==> src/hw/rtl/dtc_pkg.sv <==
// package for the delta trend classifier: widths, defaults, codes and
// the command/status structs between controller and datapath
// no dependencies
`timescale 1ns / 1ps
`default_nettype none

package dtc_pkg;

  localparam int DELTA_BITS_DEF     = 24;
  localparam int RATE_FRAC_BITS_DEF = 8;

  localparam int TIME_W     = 32;
  localparam int CFG_W      = 10;
  localparam int CFG_IDX_W  = 2;
  localparam int CODE_W     = 2;
  localparam int RATE_OUT_W = 19;

  // ms to s scale factor and its width
  localparam int SCALE_MS = 1000;
  localparam int SCALE_W  = 10;

  // smoothing: rate = (179*rate + 77*inst) >> 8
  localparam int SMOOTH_OLD   = 179;
  localparam int SMOOTH_NEW   = 77;
  localparam int SMOOTH_SHIFT = 8;

  // register indexes
  localparam logic [CFG_IDX_W-1:0] REG_TREND_THRESHOLD = 2'd0;
  localparam logic [CFG_IDX_W-1:0] REG_RATE_CLAMP      = 2'd1;
  localparam logic [CFG_IDX_W-1:0] REG_MIN_INTERVAL    = 2'd2;

  // register reset values
  localparam logic [CFG_W-1:0] TREND_THRESHOLD_RST = 10'd4;
  localparam logic [CFG_W-1:0] RATE_CLAMP_RST      = 10'd100;
  localparam logic [CFG_W-1:0] MIN_INTERVAL_RST    = 10'd20;

  typedef enum logic [CODE_W-1:0] {
    CODE_NONE   = 2'd0,
    CODE_STEADY = 2'd1,
    CODE_GAIN   = 2'd2,
    CODE_LOSS   = 2'd3
  } trend_t;

  typedef struct packed {
    logic load;      // capture input word
    logic diff;      // difference, elapsed time, interval test
    logic chk;       // clamp test, divider load
    logic div_step;  // one quotient bit
    logic upd;       // state and smoothed rate update
    logic out_load;  // load result register
  } dtc_cmd_t;

  typedef struct packed {
    logic div_done;
  } dtc_stat_t;

endpackage

`default_nettype wire

==> src/hw/rtl/dtc_in_if.sv <==
// input channel: valid/ready handshake with one timed delta sample
// depends on dtc_pkg
`timescale 1ns / 1ps
`default_nettype none

interface dtc_in_if #(
  parameter int DELTA_BITS = dtc_pkg::DELTA_BITS_DEF
);
  import dtc_pkg::*;

  logic                         valid;
  logic                         ready;
  logic                         sample_valid;
  logic signed [DELTA_BITS-1:0] delta_value;
  logic [TIME_W-1:0]            time_ms;

  modport source (output valid, output sample_valid, output delta_value, output time_ms,
                  input ready);
  modport sink   (input valid, input sample_valid, input delta_value, input time_ms,
                  output ready);
endinterface

`default_nettype wire

==> src/hw/rtl/dtc_out_if.sv <==
// result channel: valid/ready handshake with trend code and smoothed rate
// depends on dtc_pkg
`timescale 1ns / 1ps
`default_nettype none

interface dtc_out_if;
  import dtc_pkg::*;

  logic                         valid;
  logic                         ready;
  logic [CODE_W-1:0]            trend_code;
  logic signed [RATE_OUT_W-1:0] smoothed_rate;

  modport source (output valid, output trend_code, output smoothed_rate, input ready);
  modport sink   (input valid, input trend_code, input smoothed_rate, output ready);
endinterface

`default_nettype wire

==> src/hw/rtl/dtc_cfg_if.sv <==
// configuration write channel: valid/ready with register index and data
// depends on dtc_pkg
`timescale 1ns / 1ps
`default_nettype none

interface dtc_cfg_if;
  import dtc_pkg::*;

  logic                 valid;
  logic                 ready;
  logic [CFG_IDX_W-1:0] reg_index;
  logic [CFG_W-1:0]     wdata;

  modport source (output valid, output reg_index, output wdata, input ready);
  modport sink   (input valid, input reg_index, input wdata, output ready);
endinterface

`default_nettype wire

==> src/hw/rtl/dtc_div.sv <==
// restoring serial divider, one quotient bit per step
// quotient is known to fit QUO_W bits when the result is used; depends on dtc_pkg
`timescale 1ns / 1ps
`default_nettype none

module dtc_div #(
  parameter int NUM_W = 43,
  parameter int QUO_W = 18
) (
  input  logic                      clk,
  input  logic                      rst_n,
  input  logic                      load,
  input  logic                      step,
  input  logic [NUM_W-1:0]          dividend,
  input  logic [dtc_pkg::TIME_W-1:0] divisor,
  output logic [QUO_W-1:0]          quotient,
  output logic                      done
);
  import dtc_pkg::*;

  localparam int CNT_W = $clog2(QUO_W + 1);

  logic [TIME_W-1:0] rem_r;
  logic [TIME_W-1:0] dsr_r;
  logic [QUO_W-1:0]  lo_r;
  logic [QUO_W-1:0]  quo_r;
  logic [CNT_W-1:0]  cnt_r;

  logic [TIME_W:0]   trial;
  logic              ge;
  logic [TIME_W-1:0] rem_nxt;

  assign trial   = {rem_r, lo_r[QUO_W-1]};
  assign ge      = trial >= {1'b0, dsr_r};
  // partial remainder ends below the divisor when the quotient fits QUO_W bits
  assign rem_nxt = ge ? TIME_W'(trial - {1'b0, dsr_r}) : TIME_W'(trial);
  assign done    = cnt_r == CNT_W'(QUO_W);
  assign quotient = quo_r;

  always_ff @(posedge clk) begin
    if (!rst_n) begin
      cnt_r <= '0;
    end else if (load) begin
      cnt_r <= '0;
    end else if (step && !done) begin
      cnt_r <= cnt_r + CNT_W'(1);
    end
  end

  always_ff @(posedge clk) begin
    if (load) begin
      rem_r <= TIME_W'(dividend[NUM_W-1:QUO_W]);
      lo_r  <= dividend[QUO_W-1:0];
      dsr_r <= divisor;
      quo_r <= '0;
    end else if (step && !done) begin
      rem_r <= rem_nxt;
      lo_r  <= {lo_r[QUO_W-2:0], 1'b0};
      quo_r <= {quo_r[QUO_W-2:0], ge};
    end
  end

endmodule

`default_nettype wire

==> src/hw/rtl/dtc_datapath.sv <==
// datapath: config registers, sample history, clamp test, rate divider,
// smoothing update, trend compare and result register; depends on dtc_pkg, dtc_div
`timescale 1ns / 1ps
`default_nettype none

module dtc_datapath #(
  parameter int DELTA_BITS     = dtc_pkg::DELTA_BITS_DEF,
  parameter int RATE_FRAC_BITS = dtc_pkg::RATE_FRAC_BITS_DEF
) (
  input  logic                             clk,
  input  logic                             rst_n,
  input  logic                             cfg_we,
  input  logic [dtc_pkg::CFG_IDX_W-1:0]    cfg_idx,
  input  logic [dtc_pkg::CFG_W-1:0]        cfg_wdata,
  input  logic                             in_sample_valid,
  input  logic signed [DELTA_BITS-1:0]     in_delta,
  input  logic [dtc_pkg::TIME_W-1:0]       in_time,
  input  dtc_pkg::dtc_cmd_t                cmd,
  output dtc_pkg::dtc_stat_t               stat,
  output logic [dtc_pkg::CODE_W-1:0]       out_code,
  output logic signed [dtc_pkg::RATE_OUT_W-1:0] out_rate
);
  import dtc_pkg::*;

  localparam int QUO_W  = CFG_W + RATE_FRAC_BITS;
  localparam int ACC_W  = QUO_W + 2;
  localparam int MAG_W  = DELTA_BITS + 1;
  localparam int PROD_W = MAG_W + SCALE_W;
  localparam int NUM_W  = PROD_W + RATE_FRAC_BITS;
  localparam int LIM_W  = CFG_W + TIME_W;
  localparam int CMP_W  = (PROD_W > LIM_W) ? PROD_W : LIM_W;
  localparam int SUM_W  = ACC_W + SMOOTH_SHIFT + 2;
  localparam int THR_W  = CFG_W + RATE_FRAC_BITS;
  localparam int EXT_W  = (ACC_W > RATE_OUT_W) ? ACC_W : RATE_OUT_W;

  // configuration
  logic [CFG_W-1:0] thr_cfg_r, clamp_cfg_r, min_cfg_r;

  // captured word
  logic                         sv_r;
  logic signed [DELTA_BITS-1:0] delta_r;
  logic [TIME_W-1:0]            time_r;

  // history and smoothed rate
  logic                         have_prev_r;
  logic signed [DELTA_BITS-1:0] prev_delta_r;
  logic [TIME_W-1:0]            prev_time_r;
  logic signed [ACC_W-1:0]      acc_r;

  // per-word intermediates
  logic              first_r, changed_r, late_r, neg_r, use_r;
  logic [MAG_W-1:0]  mag_r;
  logic [TIME_W-1:0] elapsed_r;

  logic [CODE_W-1:0]            out_code_r;
  logic signed [RATE_OUT_W-1:0] out_rate_r;

  logic signed [MAG_W-1:0] diff;
  logic [MAG_W-1:0]        mag;
  logic [TIME_W-1:0]       elapsed;
  logic [PROD_W-1:0]       prod;
  logic [LIM_W-1:0]        lim;
  logic                    keep;
  logic [NUM_W-1:0]        num;
  logic [QUO_W-1:0]        quo;
  logic signed [ACC_W-1:0] inst;
  logic signed [SUM_W-1:0] acc_x, inst_x, sum;
  logic signed [ACC_W-1:0] acc_nxt;
  logic [THR_W-1:0]        thr;
  logic signed [ACC_W-1:0] thr_s;
  logic signed [EXT_W-1:0] rate_ext;
  trend_t                  code_nxt;

  assign diff    = MAG_W'(delta_r) - MAG_W'(prev_delta_r);
  assign mag     = diff[MAG_W-1] ? MAG_W'(-diff) : MAG_W'(diff);
  assign elapsed = time_r - prev_time_r;

  // exact clamp test: |diff|*1000 < clamp*elapsed
  assign prod = PROD_W'(mag_r) * PROD_W'(SCALE_MS);
  assign lim  = LIM_W'(clamp_cfg_r) * LIM_W'(elapsed_r);
  assign keep = CMP_W'(prod) < CMP_W'(lim);
  assign num  = NUM_W'(prod) << RATE_FRAC_BITS;

  dtc_div #(
    .NUM_W (NUM_W),
    .QUO_W (QUO_W)
  ) u_div (
    .clk      (clk),
    .rst_n    (rst_n),
    .load     (cmd.chk),
    .step     (cmd.div_step),
    .dividend (num),
    .divisor  (elapsed_r),
    .quotient (quo),
    .done     (stat.div_done)
  );

  // quotient truncated toward zero, then signed
  assign inst    = neg_r ? -ACC_W'(quo) : ACC_W'(quo);
  assign acc_x   = SUM_W'(acc_r);
  assign inst_x  = SUM_W'(inst);
  assign sum     = acc_x * SUM_W'(SMOOTH_OLD) + inst_x * SUM_W'(SMOOTH_NEW);
  assign acc_nxt = ACC_W'(sum >>> SMOOTH_SHIFT);

  assign thr      = THR_W'(thr_cfg_r) << RATE_FRAC_BITS;
  assign thr_s    = $signed(ACC_W'(thr));
  assign rate_ext = EXT_W'(acc_r);

  always_comb begin
    if (!sv_r) begin
      code_nxt = CODE_NONE;
    end else if (first_r) begin
      code_nxt = CODE_STEADY;
    end else if (acc_r <= -thr_s) begin
      code_nxt = CODE_GAIN;
    end else if (acc_r >= thr_s) begin
      code_nxt = CODE_LOSS;
    end else begin
      code_nxt = CODE_STEADY;
    end
  end

  always_ff @(posedge clk) begin
    if (!rst_n) begin
      thr_cfg_r   <= TREND_THRESHOLD_RST;
      clamp_cfg_r <= RATE_CLAMP_RST;
      min_cfg_r   <= MIN_INTERVAL_RST;
    end else if (cfg_we) begin
      case (cfg_idx)
        REG_TREND_THRESHOLD: thr_cfg_r   <= cfg_wdata;
        REG_RATE_CLAMP:      clamp_cfg_r <= cfg_wdata;
        REG_MIN_INTERVAL:    min_cfg_r   <= cfg_wdata;
        default: ;
      endcase
    end
  end

  always_ff @(posedge clk) begin
    if (!rst_n) begin
      have_prev_r <= 1'b0;
      acc_r       <= '0;
    end else if (cmd.upd) begin
      if (!sv_r) begin
        have_prev_r <= 1'b0;
        acc_r       <= '0;
      end else if (first_r) begin
        have_prev_r <= 1'b1;
        acc_r       <= '0;
      end else if (use_r) begin
        acc_r <= acc_nxt;
      end
    end
  end

  always_ff @(posedge clk) begin
    if (!rst_n) begin
      prev_delta_r <= '0;
      prev_time_r  <= '0;
    end else if (cmd.upd && sv_r && (first_r || changed_r)) begin
      prev_delta_r <= delta_r;
      prev_time_r  <= time_r;
    end
  end

  always_ff @(posedge clk) begin
    if (cmd.load) begin
      sv_r    <= in_sample_valid;
      delta_r <= in_delta;
      time_r  <= in_time;
    end
    if (cmd.diff) begin
      first_r   <= !have_prev_r;
      changed_r <= delta_r != prev_delta_r;
      neg_r     <= diff[MAG_W-1];
      mag_r     <= mag;
      elapsed_r <= elapsed;
      late_r    <= elapsed > TIME_W'(min_cfg_r);
    end
    if (cmd.chk) begin
      use_r <= sv_r && !first_r && changed_r && late_r && keep;
    end
    if (cmd.out_load) begin
      out_code_r <= code_nxt;
      out_rate_r <= rate_ext[RATE_OUT_W-1:0];
    end
  end

  assign out_code = out_code_r;
  assign out_rate = out_rate_r;

endmodule

`default_nettype wire

==> src/hw/rtl/dtc_ctrl.sv <==
// controller: sequences capture, difference, clamp check, divide, update
// and result load, owns the channel handshakes; depends on dtc_pkg
`timescale 1ns / 1ps
`default_nettype none

module dtc_ctrl (
  input  logic               clk,
  input  logic               rst_n,
  input  logic               in_valid,
  output logic               in_ready,
  output logic               out_valid,
  input  logic               out_ready,
  input  dtc_pkg::dtc_stat_t stat,
  output dtc_pkg::dtc_cmd_t  cmd
);
  import dtc_pkg::*;

  typedef enum logic [2:0] {
    S_IDLE,
    S_DIFF,
    S_CHK,
    S_DIV,
    S_UPD,
    S_FIN
  } state_t;

  state_t state_r;
  logic   in_ready_r;
  logic   out_valid_r;
  logic   out_free;

  // result register empty or emptied this cycle
  assign out_free = !out_valid_r || out_ready;

  always_comb begin
    cmd      = '0;
    cmd.load = in_valid && in_ready_r;
    case (state_r)
      S_DIFF:  cmd.diff     = 1'b1;
      S_CHK:   cmd.chk      = 1'b1;
      S_DIV:   cmd.div_step = !stat.div_done;
      S_UPD:   cmd.upd      = 1'b1;
      S_FIN:   cmd.out_load = out_free;
      default: ;
    endcase
  end

  always_ff @(posedge clk) begin
    if (!rst_n) begin
      state_r     <= S_IDLE;
      in_ready_r  <= 1'b0;
      out_valid_r <= 1'b0;
    end else begin
      // in S_FIN the result register is reloaded below instead
      if (out_valid_r && out_ready && state_r != S_FIN) begin
        out_valid_r <= 1'b0;
      end
      case (state_r)
        S_IDLE: begin
          if (in_valid && in_ready_r) begin
            in_ready_r <= 1'b0;
            state_r    <= S_DIFF;
          end else begin
            in_ready_r <= 1'b1;
          end
        end
        S_DIFF: state_r <= S_CHK;
        S_CHK:  state_r <= S_DIV;
        S_DIV: begin
          if (stat.div_done) begin
            state_r <= S_UPD;
          end
        end
        S_UPD:  state_r <= S_FIN;
        S_FIN: begin
          if (out_free) begin
            out_valid_r <= 1'b1;
            in_ready_r  <= 1'b1;
            state_r     <= S_IDLE;
          end
        end
        default: state_r <= S_IDLE;
      endcase
    end
  end

  assign in_ready  = in_ready_r;
  assign out_valid = out_valid_r;

endmodule

`default_nettype wire

==> src/hw/rtl/delta_trend_classifier_unit.sv <==
// delta trend classifier top: controller plus datapath with serial divider
// each accepted word steps through S_DIFF, S_CHK, S_DIV, S_UPD and S_FIN
// no new word is taken until S_FIN loads the result; S_DIV runs the one-bit-per-cycle
//   divider for 10+RATE_FRAC_BITS quotient bits
// reset: synchronous active-low; registers return to defaults, history and rate cleared
// depends on dtc_pkg, dtc_in_if, dtc_out_if, dtc_cfg_if, dtc_div, dtc_datapath, dtc_ctrl
`timescale 1ns / 1ps
`default_nettype none

module delta_trend_classifier_unit #(
  parameter int DELTA_BITS     = dtc_pkg::DELTA_BITS_DEF,
  parameter int RATE_FRAC_BITS = dtc_pkg::RATE_FRAC_BITS_DEF
) (
  input  logic      clk,
  input  logic      rst_n,
  dtc_in_if.sink    in_ch,
  dtc_out_if.source out_ch,
  dtc_cfg_if.sink   cfg_ch
);
  import dtc_pkg::*;

  dtc_cmd_t  cmd;
  dtc_stat_t stat;

  // config writes are taken at any time
  assign cfg_ch.ready = 1'b1;

  dtc_ctrl u_ctrl (
    .clk       (clk),
    .rst_n     (rst_n),
    .in_valid  (in_ch.valid),
    .in_ready  (in_ch.ready),
    .out_valid (out_ch.valid),
    .out_ready (out_ch.ready),
    .stat      (stat),
    .cmd       (cmd)
  );

  dtc_datapath #(
    .DELTA_BITS     (DELTA_BITS),
    .RATE_FRAC_BITS (RATE_FRAC_BITS)
  ) u_datapath (
    .clk             (clk),
    .rst_n           (rst_n),
    .cfg_we          (cfg_ch.valid),
    .cfg_idx         (cfg_ch.reg_index),
    .cfg_wdata       (cfg_ch.wdata),
    .in_sample_valid (in_ch.sample_valid),
    .in_delta        (in_ch.delta_value),
    .in_time         (in_ch.time_ms),
    .cmd             (cmd),
    .stat            (stat),
    .out_code        (out_ch.trend_code),
    .out_rate        (out_ch.smoothed_rate)
  );

endmodule

`default_nettype wire
==> src/flat_wrapper.sv <==
// flat-port wrapper written by rule: the top's interface ports become plain ports
module delta_trend_classifier_unit_flat import dtc_pkg::*;
#(
  parameter int DELTA_BITS     = dtc_pkg::DELTA_BITS_DEF,
  parameter int RATE_FRAC_BITS = dtc_pkg::RATE_FRAC_BITS_DEF
)
  (clk, rst_n, in_ch_valid, in_ch_sample_valid, in_ch_delta_value, in_ch_time_ms, in_ch_ready, out_ch_valid, out_ch_trend_code, out_ch_smoothed_rate, out_ch_ready, cfg_ch_valid, cfg_ch_reg_index, cfg_ch_wdata, cfg_ch_ready);
  dtc_in_if #(.DELTA_BITS(DELTA_BITS)) in_ch_i ();
  dtc_out_if out_ch_i ();
  dtc_cfg_if cfg_ch_i ();
  input  logic clk;
  input  logic rst_n;
  input wire logic [$bits(in_ch_i.valid)-1:0] in_ch_valid;
  input wire logic [$bits(in_ch_i.sample_valid)-1:0] in_ch_sample_valid;
  input wire logic [$bits(in_ch_i.delta_value)-1:0] in_ch_delta_value;
  input wire logic [$bits(in_ch_i.time_ms)-1:0] in_ch_time_ms;
  output wire logic [$bits(in_ch_i.ready)-1:0] in_ch_ready;
  output wire logic [$bits(out_ch_i.valid)-1:0] out_ch_valid;
  output wire logic [$bits(out_ch_i.trend_code)-1:0] out_ch_trend_code;
  output wire logic [$bits(out_ch_i.smoothed_rate)-1:0] out_ch_smoothed_rate;
  input wire logic [$bits(out_ch_i.ready)-1:0] out_ch_ready;
  input wire logic [$bits(cfg_ch_i.valid)-1:0] cfg_ch_valid;
  input wire logic [$bits(cfg_ch_i.reg_index)-1:0] cfg_ch_reg_index;
  input wire logic [$bits(cfg_ch_i.wdata)-1:0] cfg_ch_wdata;
  output wire logic [$bits(cfg_ch_i.ready)-1:0] cfg_ch_ready;
  assign in_ch_i.valid = in_ch_valid;
  assign in_ch_i.sample_valid = in_ch_sample_valid;
  assign in_ch_i.delta_value = in_ch_delta_value;
  assign in_ch_i.time_ms = in_ch_time_ms;
  assign in_ch_ready = in_ch_i.ready;
  assign out_ch_valid = out_ch_i.valid;
  assign out_ch_trend_code = out_ch_i.trend_code;
  assign out_ch_smoothed_rate = out_ch_i.smoothed_rate;
  assign out_ch_i.ready = out_ch_ready;
  assign cfg_ch_i.valid = cfg_ch_valid;
  assign cfg_ch_i.reg_index = cfg_ch_reg_index;
  assign cfg_ch_i.wdata = cfg_ch_wdata;
  assign cfg_ch_ready = cfg_ch_i.ready;
  delta_trend_classifier_unit #(.DELTA_BITS(DELTA_BITS), .RATE_FRAC_BITS(RATE_FRAC_BITS)) u_core (.clk(clk), .rst_n(rst_n), .in_ch(in_ch_i), .out_ch(out_ch_i), .cfg_ch(cfg_ch_i));
endmodule
==> config.mk <==
export PLATFORM = sky130hd
export DESIGN_NAME = delta_trend_classifier_unit_flat
export DESIGN_NICKNAME = d
export VERILOG_FILES = /design/src/hw/rtl/dtc_pkg.sv /design/src/hw/rtl/dtc_in_if.sv /design/src/hw/rtl/dtc_out_if.sv /design/src/hw/rtl/dtc_cfg_if.sv /design/src/hw/rtl/dtc_div.sv /design/src/hw/rtl/dtc_datapath.sv /design/src/hw/rtl/dtc_ctrl.sv /design/src/hw/rtl/delta_trend_classifier_unit.sv /design/src/flat_wrapper.sv
export SDC_FILE = /design/constraint.sdc
export NUM_CORES = 2
export LEC_CHECK = 0
export BUFFER_PORTS_ARGS = -buffer_cell sky130_fd_sc_hd__buf_2
export CORE_ASPECT_RATIO = 1.4
export CORE_MARGIN = 2
export CORE_UTILIZATION = 59
export DETAILED_ROUTE_END_ITERATION = 8
export PLACE_DENSITY = 0.87
export SETUP_SLACK_MARGIN = 0.02
export SLEW_MARGIN = 20
export SYNTH_ARGS = -nofsm -noshare
export SYNTH_HDL_FRONTEND = slang
export SYNTH_SLANG_ARGS = --single-unit
==> constraint.sdc <==
create_clock -name clk -period 6.69 [get_ports clk]
set_clock_uncertainty 0.1 [all_clocks]
set_input_delay 0 -clock clk [delete_from_list [all_inputs] [get_ports clk]]
set_output_delay 0 -clock clk [all_outputs]
set_load 0.005 [all_outputs]
---- Word level (Yosys, flattened, before mapping) ----
Cells that the tools add are included.
word-level totals
  bits in registers ....................... 346
cells by class
  add/sub/neg operators ................... 8
  $mul .................................... 4
  magnitude comparators ................... 5
  equality and inequality tests ........... 15
  mux-type cells .......................... 30
  bitwise logic cells ..................... 2
  reductions and logical operators ........ 29
operators by type and width
  kind                     number
  $mux W20                 4
  $sub A32 B32 Y32         2
  $mux W25                 2
  $lt A35 B42 Y1           1
  $mul A10 B32 Y42         1
  $neg A18 Y20             2
  $mux W18                 2
  $ge A33 B32 Y1           1
  $gt A32 B10 Y1           1
  $mul A25 B7 Y32 const B  1
  $mux W32                 1
  $add A28 B28 Y28         1
  $mul A20 B8 Y28 const B  1
  $mul A20 B9 Y28 const B  1
  $neg A25 Y25             1
  $sub A24 B24 Y25         1
  $mux W24                 1
  $ne A24 B24 Y1           1
  $ge A20 B19 Y1           1
  $le A20 B20 Y1           1
  $pmux W3 S6              1
  $mux W1                  13
  $reduce_and A2 Y1        6
  $logic_and A1 B1 Y1      10
  other kinds (22)         36

---- Logic depth before layout (Yosys ltp) ----
  depth after elaboration ................. 7
  mapped depth ............................ 32
  depth with buffers taken out ............ 30

---- Hierarchy ----
From an unflattened synthesis, not the netlist that was laid out.
unflattened totals
  cell total of the unflattened synthesis .. 4162
  area, all modules ....................... 39857.0 um^2
modules (own cells, without submodules)
  module                       instances  cells each  area an instance (um^2)  seq. area each (um^2)
  dtc_datapath                 1          3529        33518.4                  6346.1
  dtc_div                      1          600         6012.0                   2852.7
  dtc_ctrl                     1          31          315.3                    100.1
  delta_trend_classifier_unit  1          2           11.3                     0.0

---- Worst setup path before layout ----
No wires, ideal clock.
  kind .................................... reg-to-reg
  from .................................... reg u_core.u_datapath.clamp_cfg_r[3]
  to ...................................... reg u_core.u_datapath.use_r (data pin)
  data arrival time ....................... 6.660 ns
  path slack .............................. -0.334 ns
  stages on the path, launching flop included .. 30
  buffers on the path ..................... 3
  path through ............................ dfxtp_1 clkbuf_1 clkbuf_1 nand2_1 fa_1 inv_1 fa_1 fa_1 fa_1 inv_1 fa_1 inv_1 ha_1 clkbuf_1 a41oi_1 o21ai_0 o221ai_1 a21oi_1 a221oi_1 o21ai_0 a21oi_1 xor2_1 ha_1 and3_1 a21oi_1 and3_1 a221oi_1 nand4_1 nor3_1 a31oi_1
between the ends
  longest elaborated chain between the ends .. 3
RTL lines
  item                      line                 text
  start: declaration        dtc_datapath.sv:37   logic [CFG_W-1:0] thr_cfg_r, clamp_cfg_r, min_cfg_r;
  start signal: assignment  dtc_datapath.sv:131  REG_RATE_CLAMP: clamp_cfg_r <= cfg_wdata;
  $mul A10 B32 Y42          dtc_datapath.sv:80   assign lim = LIM_W'(clamp_cfg_r) * LIM_W'(elapsed_r);
  $lt A35 B42 Y1            dtc_datapath.sv:81   assign keep = CMP_W'(prod) < CMP_W'(lim);
  $logic_and A1 B1 Y1       dtc_datapath.sv:180  use_r <= sv_r && !first_r && changed_r && late_r && keep;
  end signal: assignment    dtc_datapath.sv:180
  end: declaration          dtc_datapath.sv:51   logic first_r, changed_r, late_r, neg_r, use_r;
No other way between the ends.
A chain may end at the register's enable or synchronous reset.

---- Final worst setup path ----
  from .................................... reg u_core.u_datapath.u_div.quo_r[6], in the netlist u_core.u_datapath.u_div.quotient[6]
  to ...................................... reg u_core.u_datapath.acc_r[18]
between the ends
  longest elaborated chain between the ends .. 7
RTL lines
  item                      line                 text
  start: declaration        dtc_div.sv:26        logic [QUO_W-1:0] quo_r;
  start signal: assignment  dtc_div.sv:59        quo_r <= {quo_r[QUO_W-2:0], ge};
  $neg A18 Y20              dtc_datapath.sv:99   assign inst = neg_r ? -ACC_W'(quo) : ACC_W'(quo);
  $mux W20 (*)              dtc_datapath.sv:99
  $mul A20 B8 Y28 (*)       dtc_datapath.sv:102  assign sum = acc_x * SUM_W'(SMOOTH_OLD) + inst_x * SUM_W'(SMOOTH_NEW);
  $add A28 B28 Y28 (*)      dtc_datapath.sv:102
  $mux W20 (*)              dtc_datapath.sv:149  end else if (use_r) begin
  $mux W20 (*)              dtc_datapath.sv:146  end else if (first_r) begin
  $mux W20 (*)              dtc_datapath.sv:143  if (!sv_r) begin
  end signal: assignment    dtc_datapath.sv:150  acc_r <= acc_nxt;
  end: declaration          dtc_datapath.sv:48   logic signed [ACC_W-1:0] acc_r;
Every way passes the cells marked *; elsewhere a longest branch is shown, timed or not. The select of a mux whose other input is x is not followed.

==> impl_metrics.py <==
metrics = {
    "floorplan": {
        "coreArea_um2": 66600,
        "rows": 112,
        "fp.dieW_um": 223,
        "num_io_pins": 98,
        "start_util_pct": 59.5,
        "dieArea_um2": 69200,
        "die_height_um": 310,
    },
    "critical_path": {
        "cp-end-kind": "flop",
        "cp_data_arrival_time_ps": 7610,
        "cp_data_required_time_ps": 7030,
        "critPathSlowestCell": "or4_4",
        "start_kind": "flop",
        "rr_endpoint": "u_core.u_datapath.acc_r[18]$_SDFFE_PN0P_",
        "r2r_setup_slack_ps": -580,
        "worst-setup-path-type": "reg -> reg",
        "critical_path.max_stage_delay_ps": 580,
        "cp_max_fo": 4,
        "reg2reg_from": "u_core.u_datapath.u_div.quotient[6]$_SDFFE_PP0P_",
        "ff2ff_path_depth": 26,
        "crit_top_cell": "fa_1",
    },
    "cts": {
        "cts-buffers-inserted": 37,
        "root_buffer": "clkbuf_16",
        "clkTransAtPathRegs_ps": 80,
        "cts_tree": "yes",
        "clk_latency_ps": 620,
        "htree_levels": 2,
        "cts_max_path_buffers": 3,
        "cts_num_sinks": 346,
    },
    "global_route": {
        "grt-ovfl-total": 0,
        "grt_pass1_vias": 35400,
        "track_usage_pct": 33.1,
        "grt_pass1_wl_um": 181000,
        "grt_start_max_net_pins": 96,
        "antenna_found_initial": 4,
    },
    "sta": {
        "fin_crit_sh_pct": 109,
        "finalCriticalPeriod_ps": 7270,
        "tightest_slew_ps": 980,
        "max_freq_mhz": 138,
        "setup_viol": 14,
        "layout_setup_ws_ps": -577,
        "slew_headroom_pct": 34.7,
        "drv_slew": 0,
        "rsz0062_at_grt": "yes",
        "holdWs_ps": 18.5,
        "hold_violations": 0,
    },
    "power_and_ir_drop": {
        "cellPowerDensity_nw_per_um2": 399,
        "total_power_uw": 18200,
        "power_leakage_uw": 0.0216,
        "irDropWorstVdd_uv": 596,
    },
    "layout": {
        "utilization_pct": 68.7,
        "diodes": 0,
        "n_fill_cell": 4199,
        "area_delta_synth_final_pct": 15.5,
        "fin_area_um2": 45700,
        "drive_above_1_share_pct": 13.0,
        "nets": 5516,
    },
    "synthesis": {
        "synthTopCellsByArea": "fa_1 (24%), edfxtp_1 (15%), ha_1 (14%)",
        "ys_async_sr_fraction_pct": 0,
        "synth_cell_types": 86,
        "yosys.area.top_type": "fa_1",
        "syn-num-nets": 5183,
        "syn_area_um2": 39600,
        "synth_top_flop_cell": "edfxtp_1",
        "synth-edff-count": 204,
        "synth_top_area_share_pct": 23.5,
        "ys_seq_area_share_pct": 22.7,
        "syn_inst": 4193,
        "yosys_warnings": 0,
        "synth_area_per_cell_um2": 9.44,
        "postSynthRegisterBits": 346,
    },
    "min_path": {
        "whs_path_depth": 2,
        "worstHoldEndpoint": "u_core.u_datapath.delta_r[9]$_DFFE_PP_",
        "hold_path.class": "in -> reg",
        "hp-start": "in_ch_delta_value[9]",
    },
    "placed_design": {
        "portBuffers": 96,
        "place_congestion": 0.965,
        "place_area_um2": 42500,
        "dp_hpwl_um": 81000,
    },
    "routing": {
        "vias_per_cell": 6.29,
        "ant_nets": 0,
        "drt_wl_total_um": 122000,
        "drc": 0,
        "vias": 34000,
        "firstDrtPassIters": 9,
        "drt_iter0_drc": 3277,
        "wl_per_cell_um": 22.5,
    },
    "outcome": {
        "outcome": "finished, violations left",
        "violations": "setup timing",
    },
    "run": {
        "cap_viol_max_count": 0,
    },
}
cells in the final DEF (no fill, tap or decap), types with 19 or more instances in the layout:
master and n:
dlygate4sd3_1 82, buf_4 254, nor3_1 35, o21bai_1 22, fa_1 461, xor2_1 73, and2_1 171, o21a_1 36
nand4_1 35, o21ai_0 101, a211oi_1 21, inv_1 637, nand3_1 66, a31oi_1 19, a21oi_1 186, nor2b_1 56
nand2_1 470, buf_2 96, nor2_1 155, and3_1 28, dfxtp_1 135, a21oi_2 19, xnor2_1 118, a21boi_0 70
nand2b_1 21, a21o_1 99, edfxtp_1 204, ha_1 435, o21ai_1 19, clkbuf_16 40
kinds of logic after synthesis:
family,synth area share (%)
adders and majority gates,37.8
DFF,22.7
AOI/OAI and AO/OA,13.2
muxes,0.462
xor gates and xnor gates,4.54
and+or+nand+nor,13.8
other,0.00948
buffers and inverters,7.63
registers in the layout (all words and copies together) (netlist names), 19 cells and up:
name / cells
u_core.u_datapath.delta_r: 24
u_core.u_datapath.mag_r: 25
u_core.u_datapath.elapsed_r: 32
u_core.u_datapath.u_div.dsr_r: 32
u_core.u_datapath.time_r: 32
u_core.u_datapath.prev_time_r: 32
u_core.u_datapath.prev_delta_r: 24
u_core.u_datapath.acc_r: 20
u_core.u_datapath.u_div.rem_r: 32
u_core.u_datapath.out_rate: 19
layout make-up:
class	instances	area [um^2]	area share, %
flip-flops and latches	346	8980	19.6
repair buffers	450	3510	7.67
clock buffers	49	1070	2.35
multi-input cells	3044	28500	62.3
inverters	647	2430	5.31
well taps	855	1070	2.34
clock inverters	19	185	0.405
critical path: cells and delay by family (launching register included):
family | cells | cell delay, ps
adder cells (fa/ha/maj) | 6 | 2820
buffers and inverters | 6 | 880
XOR/XNOR | 2 | 370
AO/OA/AOI/OAI | 8 | 1620
flip-flops | 1 | 360
AND/OR/NAND/NOR | 4 | 930
cell usage after synthesis, drive strengths merged, types with 26 or more instances:
library cell and number:
nor2b 57, nor2 157, ha 451, and3 30, a21boi 70, o21a 36
a21oi 207, and2 176, clkbuf 146, nor3 41, dfxtp 142, inv 647
nand4 35, edfxtp 204, nand2 476, fa 465, a211oi 26, xor2 74
o21ai 126, xnor2 131, nand3 67, a21o 99
what timing repair did:
action / in CTS / in global routing
hold buffers: 82 / 0
setup buffers: 32 / 20
endpoints found under the setup margin: 11 / 13
resized for setup: 105 / 57
gates cloned: 0 / 0
pin swaps: 64 / 75
hold endpoints to repair: 100 / 0
per-stage QoR:
step / std cells / worst slack (ps) / setup TNS [ps]
floorplan: 4193 / 1.51 / 0
global placement: 5210 / -175 / -435
detailed placement: 5210 / -377 / -1510
CTS: 5391 / -141 / -443
global route: 5410 / -699 / -6250
finish: 5410 / -577 / -4670
power breakdown:
part | switching [uW] | leakage (uW) | total (uW) | internal [uW]
sequential | 123 | 0.00300 | 2500 | 2380
clock | 971 | 0.000609 | 2200 | 1230
combinational | 7780 | 0.0180 | 13500 | 5750
total | 8870 | 0.0216 | 18200 | 9350
how the worst max path moves through the flow:
| stage | start | to | slack [ps] | cells past startpoint |
|---|---|---|---|---|
| 6_report | u_core.u_datapath.u_div.quotient[6]$_SDFFE_PP0P_ | u_core.u_datapath.acc_r[18]$_SDFFE_PN0P_ | -580 | 26 |
| 4_1_cts | u_core.u_datapath.elapsed_r[11]$_DFFE_PP_ | u_core.u_datapath.use_r$_DFFE_PP_ | -140 | 28 |
| 3_5_place_dp | u_core.u_datapath.u_div.quotient[5]$_SDFFE_PP0P_ | u_core.u_datapath.acc_r[19]$_SDFFE_PN0P_ | -380 | 25 |
| 2_1_floorplan | u_core.u_datapath.elapsed_r[4]$_DFFE_PP_ | u_core.u_datapath.use_r$_DFFE_PP_ | 2 | 27 |
| 5_1_grt | u_core.u_datapath.u_div.quotient[6]$_SDFFE_PP0P_ | u_core.u_datapath.acc_r[18]$_SDFFE_PN0P_ | -700 | 26 |
| 3_3_place_gp | u_core.u_datapath.elapsed_r[11]$_DFFE_PP_ | u_core.u_datapath.use_r$_DFFE_PP_ | -180 | 25 |
per-layer routing:
metal	global-route usage, %	up-vias	wire length [um]
met5	0	-	39
met4	27.9	6	12300
met2	57.0	2254	58000
met1	35.4	16200	40100
li1	-	14600	-
met3	6.15	870	11600
Note: power is estimated with default switching activity, not from simulation.
